### src/rtl/core/dll_pkg.sv
// Shared constants, codes and types of the doubly linked list manager.
// No dependencies; every other file in rtl/core refers to it by scoped names.
package dll_pkg;

  localparam int NODES  = 64;
  localparam int NODE_W = $clog2(NODES);
  localparam int CNT_W  = $clog2(NODES + 1);
  localparam int FUNC_W = 3;
  localparam int STAT_W = 2;

  typedef logic [NODE_W-1:0] node_t;
  typedef logic [CNT_W-1:0]  count_t;
  typedef logic [FUNC_W-1:0] func_t;
  typedef logic [STAT_W-1:0] status_t;

  // Operation codes
  localparam func_t FN_PUSH_FRONT = 3'd0;
  localparam func_t FN_PUSH_BACK  = 3'd1;
  localparam func_t FN_POP_FRONT  = 3'd2;
  localparam func_t FN_POP_BACK   = 3'd3;
  localparam func_t FN_REMOVE     = 3'd4;
  localparam func_t FN_QUERY      = 3'd5;

  // Status codes
  localparam status_t ST_OK         = 2'd0;
  localparam status_t ST_EMPTY      = 2'd1;
  localparam status_t ST_LINKED     = 2'd2;
  localparam status_t ST_NOT_LINKED = 2'd3;

endpackage

### src/rtl/core/dll_if.sv
// Valid/ready channel interfaces of the doubly linked list manager.
// Depends on dll_pkg for payload types.
interface dll_req_if;
  logic           valid;
  logic           ready;
  dll_pkg::func_t func;
  dll_pkg::node_t node_id;

  modport source (output valid, output func, output node_id, input ready);
  modport sink   (input valid, input func, input node_id, output ready);
endinterface

interface dll_rsp_if;
  logic             valid;
  logic             ready;
  dll_pkg::node_t   result_node;
  dll_pkg::status_t status;
  logic             on_list;
  dll_pkg::count_t  entry_count;

  modport source (output valid, output result_node, output status, output on_list,
                  output entry_count, input ready);
  modport sink   (input valid, input result_node, input status, input on_list,
                  input entry_count, output ready);
endinterface

### src/rtl/core/doubly_linked_list_manager.sv
// Doubly linked list manager: one deque over a pool of numbered nodes.
// Depends on dll_pkg and on the dll_req_if / dll_rsp_if channel interfaces.
//
//   channel | dir | payload                                      | transaction when
//   --------+-----+----------------------------------------------+------------------
//   req     | in  | func, node_id                                | valid & ready
//   rsp     | out | result_node, status, on_list, entry_count    | valid & ready
//
// One transaction per cycle sustained while rsp is not stalled; a taken request is held
// in the executing-operation register and its result in the result register. Execution
// relies on the registered read of the next/prev pointer memories: the read is issued as
// the request is taken, using the head/tail that the operation now executing will leave,
// and a write in the same cycle to that address is forwarded into the read register.
// Reset (rst, synchronous) empties the list and clears all membership bits at once;
// the pointer memories are not cleared. A stalled rsp holds the executing operation,
// which in turn holds req.ready low; no state changes while stalled.
module doubly_linked_list_manager (
  input  logic             clk,
  input  logic             rst,
  dll_req_if.sink          req,
  dll_rsp_if.source        rsp
);

  // Pointer memories and their registered read data
  dll_pkg::node_t nxt_mem [dll_pkg::NODES];
  dll_pkg::node_t prv_mem [dll_pkg::NODES];
  dll_pkg::node_t nxt_rd;
  dll_pkg::node_t prv_rd;

  // List state
  logic [dll_pkg::NODES-1:0] linked;
  dll_pkg::node_t            head;
  dll_pkg::node_t            tail;
  dll_pkg::count_t           count;

  // Executing operation
  logic           op_valid;
  dll_pkg::func_t op_func;
  dll_pkg::node_t op_node;

  // Result register
  logic             out_valid;
  dll_pkg::node_t   out_node;
  dll_pkg::status_t out_status;
  logic             out_on;
  dll_pkg::count_t  out_count;

  // Execute-stage results
  logic             exec;
  logic             req_accept;
  dll_pkg::node_t   tgt;
  dll_pkg::node_t   res_node;
  dll_pkg::status_t res_status;
  logic             res_on;
  dll_pkg::node_t   head_next;
  dll_pkg::node_t   tail_next;
  dll_pkg::count_t  count_next;
  logic             do_unlink;
  logic             set_flag;
  logic             nxt_we;
  dll_pkg::node_t   nxt_wa;
  dll_pkg::node_t   nxt_wd;
  logic             prv_we;
  dll_pkg::node_t   prv_wa;
  dll_pkg::node_t   prv_wd;
  dll_pkg::node_t   head_fwd;
  dll_pkg::node_t   tail_fwd;
  dll_pkg::node_t   rd_addr;

  // Advance the executing operation whenever the result register is free or drains.
  assign exec       = op_valid && (!out_valid || rsp.ready);
  assign req.ready  = !op_valid || exec;
  assign req_accept = req.valid && req.ready;

  // Pops unlink the head or tail; remove unlinks the named node.
  always_comb begin
    case (op_func)
      dll_pkg::FN_POP_FRONT: tgt = head;
      dll_pkg::FN_POP_BACK:  tgt = tail;
      default:               tgt = op_node;
    endcase
  end

  // Single-pass execution of one operation against the current state.
  always_comb begin
    res_node   = op_node;
    res_status = dll_pkg::ST_OK;
    res_on     = 1'b0;
    head_next  = head;
    tail_next  = tail;
    count_next = count;
    do_unlink  = 1'b0;
    set_flag   = 1'b0;
    nxt_we     = 1'b0;
    nxt_wa     = op_node;
    nxt_wd     = head;
    prv_we     = 1'b0;
    prv_wa     = head;
    prv_wd     = op_node;

    case (op_func)
      dll_pkg::FN_PUSH_FRONT, dll_pkg::FN_PUSH_BACK: begin
        if (linked[op_node]) begin
          res_status = dll_pkg::ST_LINKED;
        end else begin
          set_flag   = 1'b1;
          count_next = count + 1'b1;
          if (count == '0) begin
            head_next = op_node;
            tail_next = op_node;
          end else if (op_func == dll_pkg::FN_PUSH_FRONT) begin
            // New node points forward to old head; old head points back to it.
            nxt_we    = 1'b1;
            nxt_wa    = op_node;
            nxt_wd    = head;
            prv_we    = 1'b1;
            prv_wa    = head;
            prv_wd    = op_node;
            head_next = op_node;
          end else begin
            prv_we    = 1'b1;
            prv_wa    = op_node;
            prv_wd    = tail;
            nxt_we    = 1'b1;
            nxt_wa    = tail;
            nxt_wd    = op_node;
            tail_next = op_node;
          end
        end
      end
      dll_pkg::FN_POP_FRONT, dll_pkg::FN_POP_BACK: begin
        if (count == '0) begin
          res_status = dll_pkg::ST_EMPTY;
          res_node   = '0;
        end else begin
          res_node  = tgt;
          do_unlink = 1'b1;
        end
      end
      dll_pkg::FN_REMOVE: begin
        if (!linked[op_node]) begin
          res_status = dll_pkg::ST_NOT_LINKED;
        end else begin
          do_unlink = 1'b1;
        end
      end
      dll_pkg::FN_QUERY: begin
        res_on = linked[op_node];
      end
      default: begin
        // Unused codes: answer with the node and change nothing.
      end
    endcase

    // Splice the target out: its neighbors (read from memory) point at each other.
    if (do_unlink) begin
      count_next = count - 1'b1;
      if (tgt == head) begin
        head_next = nxt_rd;
      end else begin
        nxt_we = 1'b1;
        nxt_wa = prv_rd;
        nxt_wd = nxt_rd;
      end
      if (tgt == tail) begin
        tail_next = prv_rd;
      end else begin
        prv_we = 1'b1;
        prv_wa = nxt_rd;
        prv_wd = prv_rd;
      end
    end
  end

  // Read address of the incoming request sees head/tail after the executing operation.
  assign head_fwd = exec ? head_next : head;
  assign tail_fwd = exec ? tail_next : tail;

  always_comb begin
    case (req.func)
      dll_pkg::FN_POP_FRONT: rd_addr = head_fwd;
      dll_pkg::FN_POP_BACK:  rd_addr = tail_fwd;
      default:               rd_addr = req.node_id;
    endcase
  end

  // Pointer memories: one write and one registered read each, write-first forwarding.
  always_ff @(posedge clk) begin
    if (exec && nxt_we) begin
      nxt_mem[nxt_wa] <= nxt_wd;
    end
    if (req_accept) begin
      if (exec && nxt_we && (nxt_wa == rd_addr)) begin
        nxt_rd <= nxt_wd;
      end else begin
        nxt_rd <= nxt_mem[rd_addr];
      end
    end
  end

  always_ff @(posedge clk) begin
    if (exec && prv_we) begin
      prv_mem[prv_wa] <= prv_wd;
    end
    if (req_accept) begin
      if (exec && prv_we && (prv_wa == rd_addr)) begin
        prv_rd <= prv_wd;
      end else begin
        prv_rd <= prv_mem[rd_addr];
      end
    end
  end

  // Control and list state
  always_ff @(posedge clk) begin
    if (rst) begin
      op_valid  <= 1'b0;
      out_valid <= 1'b0;
      linked    <= '0;
      head      <= '0;
      tail      <= '0;
      count     <= '0;
    end else begin
      if (req_accept) begin
        op_valid <= 1'b1;
      end else if (exec) begin
        op_valid <= 1'b0;
      end

      if (exec) begin
        out_valid <= 1'b1;
      end else if (rsp.ready) begin
        out_valid <= 1'b0;
      end

      if (exec) begin
        head  <= head_next;
        tail  <= tail_next;
        count <= count_next;
        if (set_flag) begin
          linked[op_node] <= 1'b1;
        end
        if (do_unlink) begin
          linked[tgt] <= 1'b0;
        end
      end
    end
  end

  // Payload registers: hold while stalled.
  always_ff @(posedge clk) begin
    if (req_accept) begin
      op_func <= req.func;
      op_node <= req.node_id;
    end
    if (exec) begin
      out_node   <= res_node;
      out_status <= res_status;
      out_on     <= res_on;
      out_count  <= count_next;
    end
  end

  assign rsp.valid       = out_valid;
  assign rsp.result_node = out_node;
  assign rsp.status      = out_status;
  assign rsp.on_list     = out_on;
  assign rsp.entry_count = out_count;

`ifndef SYNTHESIS
  // Count tracks the membership bits.
  a_count_matches_flags: assert property (@(posedge clk) disable iff (rst)
    count == dll_pkg::count_t'($countones(linked)))
    else $error("list count differs from number of linked nodes");

  // Head and tail of a non-empty list are members.
  a_ends_linked: assert property (@(posedge clk) disable iff (rst)
    (count != '0) |-> (linked[head] && linked[tail]))
    else $error("head or tail of non-empty list not linked");

  // A single-node list has head equal to tail.
  a_single_node: assert property (@(posedge clk) disable iff (rst)
    (count == dll_pkg::count_t'(1)) |-> (head == tail))
    else $error("single-node list with head and tail apart");

  // A successful push leaves the node linked.
  a_push_links: assert property (@(posedge clk) disable iff (rst)
    (exec && set_flag) |=> linked[$past(op_node)])
    else $error("pushed node not linked");

  // A stalled operation changes no list state.
  a_stall_holds: assert property (@(posedge clk) disable iff (rst)
    (op_valid && !exec) |=> ($stable(head) && $stable(tail) && $stable(count)))
    else $error("list state changed while stalled");
`endif

endmodule
### src/flat_wrapper.sv
// flat-port wrapper written by rule: the top's interface ports become plain ports
module doubly_linked_list_manager_flat 
  (clk, rst, req_valid, req_func, req_node_id, req_ready, rsp_valid, rsp_result_node, rsp_status, rsp_on_list, rsp_entry_count, rsp_ready);
  dll_req_if req_i ();
  dll_rsp_if rsp_i ();
  input  logic clk;
  input  logic rst;
  input wire logic [$bits(req_i.valid)-1:0] req_valid;
  input wire logic [$bits(req_i.func)-1:0] req_func;
  input wire logic [$bits(req_i.node_id)-1:0] req_node_id;
  output wire logic [$bits(req_i.ready)-1:0] req_ready;
  output wire logic [$bits(rsp_i.valid)-1:0] rsp_valid;
  output wire logic [$bits(rsp_i.result_node)-1:0] rsp_result_node;
  output wire logic [$bits(rsp_i.status)-1:0] rsp_status;
  output wire logic [$bits(rsp_i.on_list)-1:0] rsp_on_list;
  output wire logic [$bits(rsp_i.entry_count)-1:0] rsp_entry_count;
  input wire logic [$bits(rsp_i.ready)-1:0] rsp_ready;
  assign req_i.valid = req_valid;
  assign req_i.func = req_func;
  assign req_i.node_id = req_node_id;
  assign req_ready = req_i.ready;
  assign rsp_valid = rsp_i.valid;
  assign rsp_result_node = rsp_i.result_node;
  assign rsp_status = rsp_i.status;
  assign rsp_on_list = rsp_i.on_list;
  assign rsp_entry_count = rsp_i.entry_count;
  assign rsp_i.ready = rsp_ready;
  doubly_linked_list_manager u_core (.clk(clk), .rst(rst), .req(req_i), .rsp(rsp_i));
endmodule
### config.mk
export PLATFORM = sky130hd
export DESIGN_NAME = doubly_linked_list_manager_flat
export DESIGN_NICKNAME = d
export VERILOG_FILES = /design/src/rtl/core/dll_pkg.sv /design/src/rtl/core/dll_if.sv /design/src/rtl/core/doubly_linked_list_manager.sv /design/src/flat_wrapper.sv
export SDC_FILE = /design/constraint.sdc
export NUM_CORES = 1
export LEC_CHECK = 0
export BUFFER_PORTS_ARGS = -buffer_cell sky130_fd_sc_hd__buf_2
export CORE_MARGIN = 3
export CORE_UTILIZATION = 50
export CTS_BUF_LIST = sky130_fd_sc_hd__clkbuf_2
export CTS_CLUSTER_SIZE = 16
export DETAILED_ROUTE_END_ITERATION = 8
export PLACE_DENSITY = 0.73
export SKIP_CTS_REPAIR_TIMING = 1
export SYNTH_ARGS = -nofsm -noshare
export SYNTH_HDL_FRONTEND = slang
export SYNTH_SLANG_ARGS = --single-unit
### constraint.sdc
create_clock -name clk -period 5.9 [get_ports clk]
set_clock_uncertainty 0.15 [all_clocks]
set_input_delay 0.295 -clock clk [delete_from_list [all_inputs] [get_ports clk]]
set_output_delay 0.295 -clock clk [all_outputs]
set_load 0.03 [all_outputs]
**Word-level counts from Yosys, hierarchy flattened**

Memory sizes are Yosys's and may differ from the RTL's. A register that Yosys moved wholly into a read port is not among the register bits.
Cells that the tools add are included.

- Reductions and logical operators: 16
- Magnitude comparators: 4
- Bitwise operators: 3
- $add $sub $neg: 2
- Equality and inequality tests: 9
- Mux-type cells: 70

Operator list:

| cell | count |
|---|---|
| $mux 64 | 4 |
| $mux 6 | 32 |
| $and 64x64->64 | 1 |
| $not 64->64 | 1 |
| $or 64x64->64 | 1 |
| $pmux 6 s2 | 2 |
| $mux 1 | 22 |
| $mux 7 | 3 |
| $lt 6x7->1 const B | 2 |
| $demux 1 s6 | 2 |
| $eq 3x2->1 const B | 4 |
| $eq 6x6->1 | 2 |
| $ge 6x1->1 const B | 2 |
| $add 7x1->7 const B | 1 |
| $logic_not 7->1 | 1 |
| $sub 7x1->7 const B | 1 |
| $bmux 1 s6 | 1 |
| $eq 3x3->1 const B | 2 |
| $logic_and 1x1->1 | 6 |
| $pmux 2 s3 | 1 |
| $mux 2 | 2 |
| $reduce_bool 2->1 | 2 |
| $reduce_or 2->1 | 2 |
| $eq 3x1->1 const B | 1 |
| other kinds (4) | 6 |

- Bits in writable memories: 768
- Logic and storage cells: 118
- Output and inout bits: 18
- Input port bits: 13
- Memories kept: 2
- Bits in registers: 110

Memory list:

| memory | words | width | rd ports | clocked after Yosys merged registers in | write ports | RTL line | RTL |
|---|---|---|---|---|---|---|---|
| u_core.nxt_mem | 64 | 6 | 1 | 1 | 1 | doubly_linked_list_manager.sv:25 | `dll_pkg::node_t nxt_mem [dll_pkg::NODES];` |
| u_core.prv_mem | 64 | 6 | 1 | 1 | 1 | doubly_linked_list_manager.sv:26 | `dll_pkg::node_t prv_mem [dll_pkg::NODES];` |

**Depth between registers and ports, before layout**

Gate-level depths: netlist (run 1).

- Depth in word-level cells: 10
- Mapped depth: 21
- Gate-level depth less buffers: 15

**Worst setup path after synthesis (run 1)**

No wires, ideal clock.

- Path kind: reg-to-reg
- From: register u_core.op_node[0]
- To: memory u_core.nxt_mem[0][5] (netlist name) (data pin)
- Path slack: 0.380 ns
- Setup time: 0.556 ns
- Stages on the path, launching flop included: 15
- Clock period less this slack: 5.520 ns
- Data arrival time: 4.814 ns
- Required time: 5.194 ns
- Buffers on the path: 5
- Cells stage by stage: edfxtp_1 -> buf_6 -> buf_8 -> mux4_2 -> nand3_1 -> nand4_1 -> a311o_1 -> nor2_1 -> o21ai_1 -> nand2_1 -> buf_2 -> clkbuf_1 -> buf_1 -> nor2_1 -> a21oi_1

- Word-level cells in the longest chain between the ends: 6
- Elaborated cells between the ends (all ways): 10
- Classes of those cells: 1 x eq/ne; 9 x mux

RTL lines:

| item | RTL line | RTL |
|---|---|---|
| start, declared | doubly_linked_list_manager.sv:39 | `dll_pkg::node_t op_node;` |
| start signal, assigned | doubly_linked_list_manager.sv:254 | `op_node <= req.node_id;` |
| $bmux 1 s6 | doubly_linked_list_manager.sv:103, doubly_linked_list_manager.sv:141 |  |
| $mux 1 (not written as such) | doubly_linked_list_manager.sv:103, doubly_linked_list_manager.sv:141 |  |
| $mux 6 | doubly_linked_list_manager.sv:103 | `if (linked[op_node]) begin` |
| $mux 6 | doubly_linked_list_manager.sv:101 | `case (op_func)` |
| $mux 6 | doubly_linked_list_manager.sv:158 | `if (tgt == head) begin` |
| $mux 6 (*) | doubly_linked_list_manager.sv:156 | `if (do_unlink) begin` |
| via u_core.nxt_wd[5] | doubly_linked_list_manager.sv:62 | `dll_pkg::node_t nxt_wd;` |
| end, declared | doubly_linked_list_manager.sv:25 |  |

The timed path passes the listed nets; every way through them passes the cells marked *. The select of a mux whose other input is x is not followed.

**Worst setup path in the final report (run 1)**

- From: register u_core.op_node[1]
- To: register u_core.nxt_rd[2] (read register of u_core.nxt_mem) (data pin)

- Word-level cells in the longest chain between the ends: 8
- Elaborated cells between the ends (all ways): 22
- Classes of those cells: 2 x eq/ne; 20 x mux

RTL lines:

| item | RTL line | RTL |
|---|---|---|
| $bmux 1 s6 or $mux 6 (tied branches) | doubly_linked_list_manager.sv:103, doubly_linked_list_manager.sv:141, doubly_linked_list_manager.sv:111 |  |
| $mux 1 (not written as such) or $mux 6 (tied branches) | doubly_linked_list_manager.sv:103, doubly_linked_list_manager.sv:141, doubly_linked_list_manager.sv:108 |  |
| $mux 6 | doubly_linked_list_manager.sv:103 |  |
| $mux 6 | doubly_linked_list_manager.sv:101 |  |
| $mux 6, on equally long branches | doubly_linked_list_manager.sv:165, doubly_linked_list_manager.sv:158 |  |
| $mux 6 | doubly_linked_list_manager.sv:156 |  |
| $mux 6, on equally long branches | doubly_linked_list_manager.sv:177, doubly_linked_list_manager.sv:176 |  |
| $pmux 6 s2 (*) | doubly_linked_list_manager.sv:180 | `case (req.func)` |
| end, declared | doubly_linked_list_manager.sv:27 | `dll_pkg::node_t nxt_rd;` |

Mark *: on every way between the ends. The rest lies on a longest branch, timed or not. The select of a mux whose other input is x is not followed.
A chain may end at the register's enable or synchronous reset.

==> results by group, run 1 <==
Setup path
  – Startpoint Class: flop
  – Crit Path Max Fanout: 16
  – Crit path DAT: 6.68 ns
  – Slowest stage delay, CP: 0.64 ns
  – WS Path Type: flop to flop
  – Critical path's top delay family: compound AO/OA/AOI/OAI gates
  – Worst path required time: 6.87 ns
  – Critical Path Sink Type: flop
  – Slowest-stage cell, CP: a2111oi_2
  – Buffers plus inverters on the worst setup path: 2
  – Crit-path cells: buf_4 -> xor2_1 -> nor4_1 -> a31oi_1 -> or3_1 -> a211oi_2 -> o31ai_4 -> a2111oi_2 -> o21a_1 -> buf_4 -> nand3_2 -> a21oi_1 -> nor4_1 -> a41oi_1 -> a31oi_1

Cells and area
  – Nets: 3179
  – Layout cell share with drive strength beyond 1: 18.7%
  – Core Util, Final: 56.0%
  – Layout Cell Area excl Fill: 0.0427 mm²
  – Final non-filler cell total: 4342
  – Area growth, synth to finish: 10.4%

Synth
  – Ys Warns: 0
  – Synth area leaders: edfxtp_1, dfxtp_1, mux2i_1, nand2_1, a21oi_1
  – Syn_nets: 2969
  – Post-Syn Area: 0.0387 mm²
  – Number of synthesized flops with an enable pin: 805
  – Async SR Flop Fraction: 0%
  – Synth cell types: 97
  – Seq/Total Area, Yosys: 66.8%
  – Most frequent cell after synthesis: edfxtp_1
  – Area share of the largest cell type after synthesis: 62.5%
  – Top post-synthesis cells by count: edfxtp_1, nand2_1, nor2_1, a21oi_1, mux2i_1
  – Seq cells post-synth: 890
  – Dominant synthesized flop cell: edfxtp_1
  – Avg Synthesized Cell Area: 13.1 µm²
  – Mapped Cells: 2954
  – Yosys top cell by area: edfxtp_1

Power and ir drop
  – Clock Power Share: 31.6%
  – Sw Ratio: 27.7%
  – Sw Pwr: 3.44 mW
  – Internal: 8.97 mW
  – Power density over the cells: 290 mW/mm²
  – Sequential Power Share: 56.6%
  – P_leak: 14.7 nW
  – Post-layout total power: 12.4 mW
  – Combinational Power Share: 11.8%
  – Worst VDD drop: 0.000168 V

GRT
  – GRT Overall Usage: 26.3%
  – Vias in the first global route: 26.6k
  – Pin count of the biggest net entering global routing: 86
  – Initial antenna violation count: 1
  – First-pass GRT wire length: 162000 µm
  – Grt total ovfl: 0

Clocking
  – Cts bufs inserted: 214
  – Skew-Pair Late Insertion Delay: 1.44 ns
  – Clock buffer depth: 3
  – Root Driver: clkbuf_2
  – TritonCTS sink count: 890
  – CTS tree: built
  – H-tree Lvls: 4
  – CTS clk-pin slew, worst paths: 0.10 ns

Placed design
  – Post-DP HPWL: 70500 µm
  – Dpl ws: 0.106 ns
  – GPL Wtd Cong: 0.933
  – PortBufs: 30
  – Number of placed instances with taps included: 3947
  – Area post-placement: 0.0405 mm²

Timing
  – Slew headroom: 16.1%
  – RSZ-0062 raised after global routing: no
  – Fmax: 175 MHz
  – Final Slew Violations: 0
  – Setup TNS: 0 ns
  – Worst-Margin Slew: 1.26 ns
  – Tmin final: 5.71 ns
  – Final Hold Fails: 0
  – Tcrit/Tclk final: 96.8%
  – Fin Hold WS: 0.126 ns
  – Final setup fails: 0
  – Final WS setup: 0.191 ns

Floorplanning
  – Die Area: 0.0808 mm²
  – Vert. Die Dim: 284 µm
  – Initial Util: 50.7%
  – Die X: 284 µm
  – Core area: 0.0763 mm²
  – I/O pin cnt: 31
  – Row cnt: 101

Routing
  – WL per Instance: 25.0 µm
  – Starting DRT DRC Count: 3169
  – Drt via density: 6.26
  – Residual DRC: 0
  – TritonRoute pass-1 iters: 9
  – Total wire length: 108000 µm
  – Via count: 27.2k
  – Post-route ant nets: 0

Outcome
  – Outcome: finished clean

Run
  – Max Cap Violations: 0

Worst hold path
  – Min-delay worst type: input port to flop
-- power groups by stage --
| stage | registers [mW] | logic, mW | clock network [mW] |
|---|---|---|---|
| after floorplan | 7.17 | 0.855 | 0 |
| after global placement | 7.17 | 1.38 | 0 |
| after detailed placement | 7.17 | 1.40 | 0 |
| after CTS | 7.02 | 1.41 | 3.99 |
| after global routing | 7.03 | 1.54 | 4.35 |
| final | 7.02 | 1.47 | 3.92 |
-- cells by family after synthesis --
| family | count (synthesis) | synth area share, % |
|---|---|---|
| xor+xnor | 36 | 0.815 |
| simple gates | 796 | 9.08 |
| flops | 890 | 66.8 |
| mux | 227 | 6.67 |
| fa+ha+maj | 2 | 0.0646 |
| compound gates | 720 | 13.2 |
| buf+inv | 283 | 3.34 |
-- layout make-up --
class / instances / area [µm²]
Fill cell: 6134 / 33600
Multi-Input combinational cell: 1781 / 11800
Inverter: 94 / 353
Tap cell: 1030 / 1290
Clock inverter: 48 / 293
Antenna cell: 4 / 10.0
Sequential cell: 890 / 25900
Clock buffer: 312 / 1560
Timing Repair Buffer: 183 / 1580
-- final timing paths --
kind,from,end,slack (ns),cells past startpoint
max,u_core.op_node[1],u_core.nxt_rd[2],0.19,15
min reg2reg,u_core.linked[60],u_core.linked[60],0.37,2
max reg2reg,u_core.op_node[1],u_core.nxt_rd[2],0.19,15
min,req_node_id[4],u_core.op_node[4],0.13,3
-- cells in the final DEF, fill, tap and decap left out, types with 12 or more instances in the layout --
cell type	synthesis	final
a2111oi_0	13	12
a211o_1	19	19
a211oi_1	70	70
a21oi_1	195	183
a21oi_4	0	12
a221oi_1	18	18
a22oi_1	33	33
a31oi_1	33	33
a32oi_1	16	16
and2_1	14	14
buf_12	0	16
buf_2	84	30
buf_4	18	106
clkbuf_2	0	312
clkinv_1	0	34
dfxtp_1	85	85
dlygate4sd3_1	0	30
edfxtp_1	805	805
inv_1	93	93
mux2_2	60	60
mux2i_1	143	143
mux4_2	18	18
nand2_1	340	339
nand2b_1	15	14
nand3_1	62	62
nor2_1	240	238
nor3_1	27	27
nor4_1	19	18
o211ai_1	123	123
o21a_1	20	19
o21ai_0	39	39
o22ai_1	20	20
o31ai_1	18	18
or4_1	12	12
xnor2_1	14	14
xor2_1	22	22
-- worst min-delay path: cells and delay by family --
family / cells / cell delay (ns)
buffers and inverters: 3 / 1.26
-- registers in the layout (all words and copies together) (netlist names) --
signal and count:
u_core.head 6, u_core.count 7, u_core.op_valid 1, u_core.nxt_mem 384
u_core.rsp.on_list 1, u_core.nxt_rd 6, u_core.tail 6, u_core.op_func 3
u_core.prv_rd 6, u_core.prv_mem 384, u_core.op_node 6, u_core.rsp.entry_count 7
u_core.linked 64, u_core.rsp.valid 1, u_core.rsp.status 2, u_core.rsp.result_node 6
-- routing by layer --
metal / up-vias / part of all wire, % / global-route usage, % / wire length (µm)
li1: 11900 / - / - / -
met5: - / 0 / 0 / 0
met3: 272 / 11 / 7.38 / 12400
met1: 13300 / 39 / 35.3 / 41900
met4: 0 / 3.6 / 11.0 / 3860
met2: 1776 / 46 / 40.6 / 50300
No activity file was read; power rests on OpenSTA's default activity.
==> run 2: changes to the inputs <==
- BUFFER_PORTS_ARGS: -buffer_cell sky130_fd_sc_hd__buf_2 -> -buffer_cell sky130_fd_sc_hd__clkbuf_2
- GPL_TIMING_DRIVEN: not set -> 0
- PLACE_DENSITY: 0.73 -> 0.7
- clock period: 5.9 -> 5.29 ns (I/O delays scaled with it)
==> results by group, run 2 (synthesized netlist as in run 1, its figures left out) <==
Outcome
  – Outcome: finished, violations left
  – Failing checks: capacitance limit, slew limit, setup timing

GRT
  – Initial antenna violation count: 2 (+1)
  – Pin count of the biggest net entering global routing: 41 (-52%)
  – Grt total ovfl: 0 (unchanged)
  – GRT Overall Usage: 29.7% (+3.4 points)
  – First-pass GRT wire length: 176000 µm (+8.6%)
  – Vias in the first global route: 27.4k (+2.9%)

Clocking
  – Cts bufs inserted: 214 (unchanged)
  – Skew-Pair Late Insertion Delay: 1.51 ns (+0.07 ns)
  – TritonCTS sink count: 890 (unchanged)
  – H-tree Lvls: 4 (unchanged)
  – CTS tree: built
  – CTS clk-pin slew, worst paths: 0.10 ns (about the same)
  – Clock buffer depth: 3 (unchanged)
  – Root Driver: clkbuf_2

Setup path
  – Buffers plus inverters on the worst setup path: 4 (+2)
  – Crit Path Max Fanout: 10 (-6)
  – Crit path DAT: 6.54 ns (-0.14 ns)
  – Crit-path cells: buf_6 -> buf_12 -> mux4_2 -> nand3_2 -> nand4_1 -> a311oi_4 -> buf_6 -> and3_1 -> buf_2 -> nand3_2 -> mux2i_4 -> mux2i_1 -> xnor2_1 -> nand4_1 -> or4_1 -> a211oi_1 -> a211o_1
  – Slowest-stage cell, CP: or4_1
  – WS Path Type: flop to flop
  – Reg2reg path depth: 17 (+2)
  – Levels on crit path: 17 (+2)
  – Slowest stage delay, CP: 0.55 ns (-0.09 ns)
  – Critical path's top delay family: simple AND/OR/NAND/NOR gates
  – Startpoint Class: flop
  – Worst path required time: 6.40 ns (-0.47 ns)
  – Critical Path Sink Type: flop

Power and ir drop
  – Sequential Power Share: 54.5% (-2.1 points)
  – Combinational Power Share: 15.1% (+3.3 points)
  – Power density over the cells: 311 mW/mm² (+7.0%)
  – P_leak: 15.5 nW (+5.7%)
  – Internal: 10.0 mW (+12%)
  – Sw Ratio: 30.1% (+2.4 points)
  – Sw Pwr: 4.32 mW (+26%)
  – Clock Power Share: 30.4% (-1.2 points)
  – Worst VDD drop: 0.000174 V (+3.0%)

Placed design
  – GPL Wtd Cong: 0.994 (+6.6%)
  – Post-DP HPWL: 86700 µm (+23%)
  – Number of placed instances with taps included: 4033 (+2.2%)
  – Dpl ws: -1.27 ns (-1.38 ns)
  – PortBufs: 29 (-3.3%)
  – Area post-placement: 0.0407 mm² (+0.53%)

Worst hold path
  – Hold Path Stages: 3 (unchanged)
  – Min-delay worst type: input port to flop

Timing
  – Fin Hold WS: 0.0385 ns (-0.0879 ns)
  – Fmax: 184 MHz (+5.1%)
  – Final Hold Fails: 0 (unchanged)
  – Final Slew Violations: 1 (+1)
  – Worst-Margin Slew: 1.50 ns (+0.240 ns)
  – Tcrit/Tclk final: 103% (+6.0 points)
  – Slew headroom: -0.0885% (-16 points)
  – Final WS setup: -0.144 ns (-0.335 ns)
  – Final setup fails: 12 (+12)
  – Setup TNS: -1.11 ns (-1.11 ns)
  – Tmin final: 5.43 ns (-0.275 ns)
  – RSZ-0062 raised after global routing: yes

Cells and area
  – Commonest non-fill, non-tap cells in the layout: edfxtp_1, clkbuf_2, nand2_1, a21oi_1
  – Biggest regs: u_core.nxt_mem: 384 flops, u_core.prv_mem: 384 flops, u_core.linked: 64 flops
  – Nets: 3338 (+5.0%)
  – Layout cell share with drive strength beyond 1: 28.7% (+10 points)
  – Final non-filler cell total: 4508 (+3.8%)
  – Commonest non-fill, non-tap cell in the layout: edfxtp_1
  – Layout Cell Area excl Fill: 0.0462 mm² (+8.1%)
  – Area growth, synth to finish: 19.3%

Floorplanning
  – I/O pin cnt: 31 (unchanged)
  – Core area: 0.0763 mm² (unchanged)
  – Die X: 284 µm (unchanged)
  – Vert. Die Dim: 284 µm (unchanged)
  – Initial Util: 50.7% (unchanged)
  – Die Area: 0.0808 mm² (unchanged)
  – Row cnt: 101 (unchanged)

Routing
  – Starting DRT DRC Count: 4495 (+42%)
  – Via count: 28.8k (+6.1%)
  – Residual DRC: 0 (unchanged)
  – Drt via density: 6.40 (+2.2%)
  – WL per Instance: 28.2 µm (+13%)
  – Post-route ant nets: 0 (unchanged)
  – TritonRoute pass-1 iters: 8 (-1)
  – Total wire length: 127000 µm (+17%)

Run
  – Max Cap Violations: 2 (+2)
run 2: cell types whose count changed in the layout (fill, tap and decap cells not counted), moves of 20 or more:
| cell | previous run | this run |
|---|---|---|
| buf_4 | 106 | 82 |
| buf_12 | 16 | 36 |
| nand2_1 | 339 | 319 |
| clkbuf_1 | 0 | 34 |
| nor2_2 | 2 | 47 |
| buf_6 | 1 | 42 |
| nor2_1 | 238 | 106 |
| clkinv_1 | 34 | 54 |
| clkbuf_4 | 0 | 30 |
| mux2i_1 | 143 | 123 |
| nor2_4 | 3 | 90 |
run 2: worst min-delay path, cell delays in order:
cell           delay [ns]
dlygate4sd3_1        0.53
clkbuf_2             0.13
dlygate4sd3_1        0.57
run 2: worst paths after layout:
check / from / to / slack [ns]
worst min-delay path: req_func[0] / u_core.op_func[0] / 0.04
worst min register to register: u_core.count[1] / u_core.count[1] / 0.37
worst max-delay path: u_core.op_node[0] / u_core.nxt_rd[4] / -0.14
worst max register to register: u_core.op_node[0] / u_core.nxt_rd[4] / -0.14
run 2: layer usage:
layer  share of wire [%]  routed length, µm  global-route usage, %
met1                  37              47100                   39.3
met2                  44              55800                   43.8
met3                  13              17100                   9.55
met4                 5.4               6900                   15.9
met5               0.030                 38                      0
run 2: final cells by class:
type | count | area, µm²
buffer | 182 | 1460
fill | 5820 | 30100
sequential | 890 | 25900
inverter | 94 | 353
tap | 1030 | 1290
antenna | 3 | 7.51
multi-input combinational | 1784 | 13700
timing repair buffer | 157 | 1680
clock buffer | 290 | 1450
clock inverter | 78 | 389
run 2: through the flow:
| stage | power, mW | util, % |
|---|---|---|
| floorplan | 8.95 | - |
| global placement | 9.60 | 52.6 |
| detailed placement | 9.68 | 53.3 |
| CTS | 13.9 | 55.8 |
| global route | 14.8 | 60.5 |
| finish | 14.4 | 60.5 |
run 2: power groups by stage:
stage               sequential, mW  clock (mW)  combinational [mW]
floorplan                     7.99           0               0.955
global placement              8.02           0                1.58
detailed placement            7.98           0                1.71
CTS                           7.82        4.39                1.71
global route                  7.83        4.74                2.22
finish                        7.82        4.36                2.17
